[src/rtl/ir90_pkg.sv]
`timescale 1ns / 1ps
`default_nettype none

package ir90_pkg;

  // Field widths
  localparam int DIM_W   = 11;
  localparam int CH_W    = 8;
  localparam int PIX_W   = 3 * CH_W;
  localparam int ST_W    = 2;
  localparam int CFG_I_W = 2;

  // Default sizes
  localparam int DEF_MAX_PIXELS = 65536;
  localparam int DEF_MAX_DIM    = 1024;

  // Opcodes carried on in_tuser
  localparam logic OP_LOAD  = 1'b0;
  localparam logic OP_DRAIN = 1'b1;

  // Status codes carried on out_tuser
  localparam logic [ST_W-1:0] ST_OK        = 2'd0;
  localparam logic [ST_W-1:0] ST_BAD_SIZE  = 2'd1;
  localparam logic [ST_W-1:0] ST_LOAD_PAST = 2'd2;
  localparam logic [ST_W-1:0] ST_EARLY     = 2'd3;

  // Register indexes
  localparam logic [CFG_I_W-1:0] REG_WIDTH  = 2'd0;
  localparam logic [CFG_I_W-1:0] REG_HEIGHT = 2'd1;
  localparam logic [CFG_I_W-1:0] REG_RGB    = 2'd2;
  localparam logic [CFG_I_W-1:0] REG_DIR    = 2'd3;

  // Direction codes
  localparam logic DIR_CW  = 1'b0;
  localparam logic DIR_CCW = 1'b1;

endpackage

`default_nettype wire

[src/rtl/ir90_divider.sv]
`timescale 1ns / 1ps
`default_nettype none

// Restoring divider, one quotient bit per cycle
module ir90_divider #(
  parameter int CW = 17
) (
  input  wire logic                      clk,
  input  wire logic                      rst_n,
  input  wire logic                      start,
  input  wire logic [CW-1:0]             dividend,
  input  wire logic [ir90_pkg::DIM_W-1:0] divisor,
  output logic                           done,
  output logic      [CW-1:0]             quot,
  output logic      [ir90_pkg::DIM_W-1:0] rem
);
  import ir90_pkg::*;

  localparam int CNT_W = $clog2(CW + 1);

  logic             busy_r;
  logic             done_r;
  logic [CNT_W-1:0] cnt_r;
  logic [CW-1:0]    q_r;
  logic [DIM_W-1:0] rem_r;
  logic [DIM_W-1:0] div_r;

  logic [DIM_W:0]   trial;
  logic [DIM_W:0]   diff;
  logic             ge;

  // One trial subtraction
  assign trial = {rem_r, q_r[CW-1]};
  assign diff  = trial - {1'b0, div_r};
  assign ge    = trial >= {1'b0, div_r};

  // Control
  always_ff @(posedge clk) begin
    if (!rst_n) begin
      busy_r <= 1'b0;
      done_r <= 1'b0;
      cnt_r  <= '0;
    end else begin
      done_r <= 1'b0;
      if (start) begin
        busy_r <= 1'b1;
        cnt_r  <= CNT_W'(CW);
      end else if (busy_r) begin
        cnt_r <= cnt_r - CNT_W'(1);
        if (cnt_r == CNT_W'(1)) begin
          busy_r <= 1'b0;
          done_r <= 1'b1;
        end
      end
    end
  end

  // Datapath
  always_ff @(posedge clk) begin
    if (start) begin
      q_r   <= dividend;
      rem_r <= '0;
      div_r <= divisor;
    end else if (busy_r) begin
      q_r   <= (q_r << 1) | CW'(ge);
      rem_r <= ge ? diff[DIM_W-1:0] : trial[DIM_W-1:0];
    end
  end

  assign done = done_r;
  assign quot = q_r;
  assign rem  = rem_r;

endmodule

`default_nettype wire

[config.mk]
export PLATFORM = sky130hd
export DESIGN_NAME = ir90_divider
export DESIGN_NICKNAME = d
export VERILOG_FILES = /design/src/rtl/ir90_pkg.sv /design/src/rtl/ir90_divider.sv
export SDC_FILE = /design/constraint.sdc
export NUM_CORES = 1
export LEC_CHECK = 0
export ABC_AREA = 1
export BUFFER_PORTS_ARGS = -buffer_cell sky130_fd_sc_hd__buf_2
export CORE_UTILIZATION = 30
export CTS_BUF_LIST = sky130_fd_sc_hd__clkbuf_8
export DETAILED_ROUTE_END_ITERATION = 8
export SETUP_SLACK_MARGIN = 0.2
export SYNTH_ARGS = -nofsm -noshare
export SYNTH_HDL_FRONTEND = slang
export SYNTH_SLANG_ARGS = --single-unit
[constraint.sdc]
create_clock -name clk -period 4.4 [get_ports clk]
set_input_delay 0.88 -clock clk [delete_from_list [all_inputs] [get_ports clk]]
set_output_delay 0.88 -clock clk [all_outputs]
set_load 0.02 [all_outputs]
==> flow_summary.toml <==
[floorplanning]
core_um2 = 8720
start_util_pct = 30.9
die_area_um2 = 9360
placementRows = 34
ios = 60
die_y_um = 96.7
dieWidth_um = 96.7

[sta]
relSlewSlack_pct = 37.2
finalCriticalPeriod_ns = 2.31
finClkSkew_ns = 0.0112
fin_tns_setup_ns = 0
slew_violations = 0
hold_viol_final = 0
tightest_slew_ns = 0.939
rsz0062_at_grt = "false"
setup_viol = 0
max_freq_mhz = 433
fin_crit_sh_pct = 52.5

[power_and_ir_drop]
power.clock.fraction_pct = 27.0
seqPwrFrac_pct = 54.9
swShare_pct = 29.2
p_leak_nw = 1.64
p_per_area_nw_per_um2 = 296
pwr-share-comb_pct = 18.1
ir_worst_vdd_uv = 186
switching_power_mw = 0.271
internal-power_mw = 0.658

[clock_tree]
cts_tree = "built"
numCtsBuffers = 5
post_cts_buffers = 0
cts_root_buffer = "clkbuf_8"
clock_sinks = 46
cts.clk_slew.worst_paths_ns = 0.08
h-tree-depth = 2
clk_latency_ns = 0.31
holdBufCountCts = 0
clock_path_buffers = 2
ctsResizeCount = 0

[logic_synthesis]
synth_xor_area_share_pct = 1.30
yosys.area_share.simple_pct = 34.9
synthMuxAreaShare_pct = 0
netlist_area_um2 = 2690
yosysWarnings = 0
synthArstFlopShare_pct = 0
synth_compound_area_share_pct = 2.14
synth_nets = 385
ys_ff_latch = 46
synth_edf_count = 28
synth_top_family_by_area = "simple AND/OR/NAND/NOR gates"
synth_ff_type = "edfxtp_1"
synth-adder-area-share_pct = 6.78
synth_cells = 340
yosysSeqAreaShare_pct = 44.6
yosysUniqueCellTypes = 33
synth_area_per_cell_um2 = 7.92

[grt]
grt_usage_pct = 13.7
grt_pass1_wl_mm = 10.5
grt_max_degree = 35
grt_overflow = 0
first_global_vias = 2235
grt_antenna_before_repair = 0

[critical_path]
critPathCapture = "quot[0]"
worstRegToRegCells = 10
cp.required_ns = 4.46
timing.rr.end = "quot[0]"
cp-start-kind = "register"
cp_max_fo = 12
r2r_start = "quot[16]"
critPathKind = "reg -> reg"
arrival_ns = 2.37
crit_path_start = "quot[16]"
end_kind = "register"
reg2reg_slack_ns = 2.09

[finish]
final_common_cell = "nand2_1"
final_cell_mix = "nand2_1, buf_2, inv_1, edfxtp_1, nand3_1"
layout-drive-gt1-share_pct = 23.1
syn2layout_area_growth_pct = 16.7
finalNetCount = 443
final_cell_area_um2 = 3140
antenna_cells = 0

[placed_design]
placed_area_um2 = 3060
gp_congestion = 0.832
dpl.hpwl_mm = 4.46
io_buffer_count = 59

[run]
max_cap_violations = 0

[detailed_routing]
drc = 0
final_antenna_net_count = 0
first_iter_violations = 133
wl_per_cell_um = 12.0
vias_per_cell = 4.54
drtPass1Iterations = 4
via_count = 2302
wl_mm = 6.09

[status]
outcome = "finished, final reports clean"

[min_path]
min_path_type = "reg -> reg"
-- power by group through the flow --
stage / clock network [mW] / logic, mW / registers, mW
final: 0.251 / 0.168 / 0.510
after global routing: 0.279 / 0.189 / 0.514
after CTS: 0.259 / 0.170 / 0.510
after detailed placement: 0 / 0.170 / 0.519
after global placement: 0 / 0.166 / 0.520
after floorplan: 0 / 0.0918 / 0.539
-- critical path, stage by stage (launching register included) --
cell and delay (ns):
edfxtp_1 0.41, inv_1 0.10, ha_1 0.20, fa_1 0.24, inv_1 0.08, nand3_1 0.08
nand3_2 0.13, nand2_2 0.29, nand4_4 0.32, nand2_1 0.14, nand2_1 0.07
-- cells by family after synthesis --
group	Yosys count
flops	46
compound gates	9
simple gates	202
buf+inv	65
fa+ha+maj	14
xor+xnor	4
-- stage by stage --
stage          setup slack [ns]  util (%)  std cells  hold WS (ns)  power [mW]
2_1_floorplan              2.46         -        340         0.445       0.631
3_3_place_gp               1.82      35.1        499         0.458       0.685
3_5_place_dp               1.76      35.1        499         0.466       0.688
4_1_cts                    2.04      36.0        507         0.481       0.940
5_1_grt                    1.88      36.0        507         0.502       0.982
6_report                   2.09      36.0        507         0.474       0.929
-- area by class of cell --
class,count,area [um^2]
clock inverter,3,11.3
fill,913,5580
multi-input combinational,229,1210
inverter,56,210
tap,108,135
clock buffer,5,68.8
timing repair buffer,60,303
sequential,46,1200
-- flip-flops by register name, indices dropped and copies added, names as in the netlist --
| register | count |
|---|---|
| busy_r | 1 |
| rem | 11 |
| quot | 17 |
| done | 1 |
| cnt_r | 5 |
| div_r | 11 |
-- synth_stat cells, types with 3 or more instances --
master    instances  area [um^2]
a21oi_1           4         20.0
clkbuf_1          3         11.3
dfxtp_1          18          360
edfxtp_1         28          841
ha_1             13          163
inv_1            53          199
nand2_1         117          439
nand2_2          13         81.3
nand3_1          26          130
nand3_2           6         60.1
nand4_1          14         87.6
nor2_1           17         63.8
-- how the worst min path moves through the flow --
stage | startpoint | end | slack [ns] | cells after the start
global route | cnt_r[4] | cnt_r[4] | 0.50 | 2
CTS | cnt_r[4] | cnt_r[4] | 0.48 | 2
finish | cnt_r[4] | cnt_r[4] | 0.47 | 2
floorplan | cnt_r[4] | cnt_r[4] | 0.44 | 2
global placement | cnt_r[4] | cnt_r[4] | 0.46 | 2
detailed placement | cnt_r[4] | cnt_r[4] | 0.47 | 2
-- metal layers --
metal,track usage (%),part of all wire [%],up-vias
met1,17.8,46,1026
met5,0,0,-
met3,3.97,8.0,5
met4,4.13,1.0,0
li1,-,-,1195
met2,22.0,45,76
(Power assumes the default switching activity.)
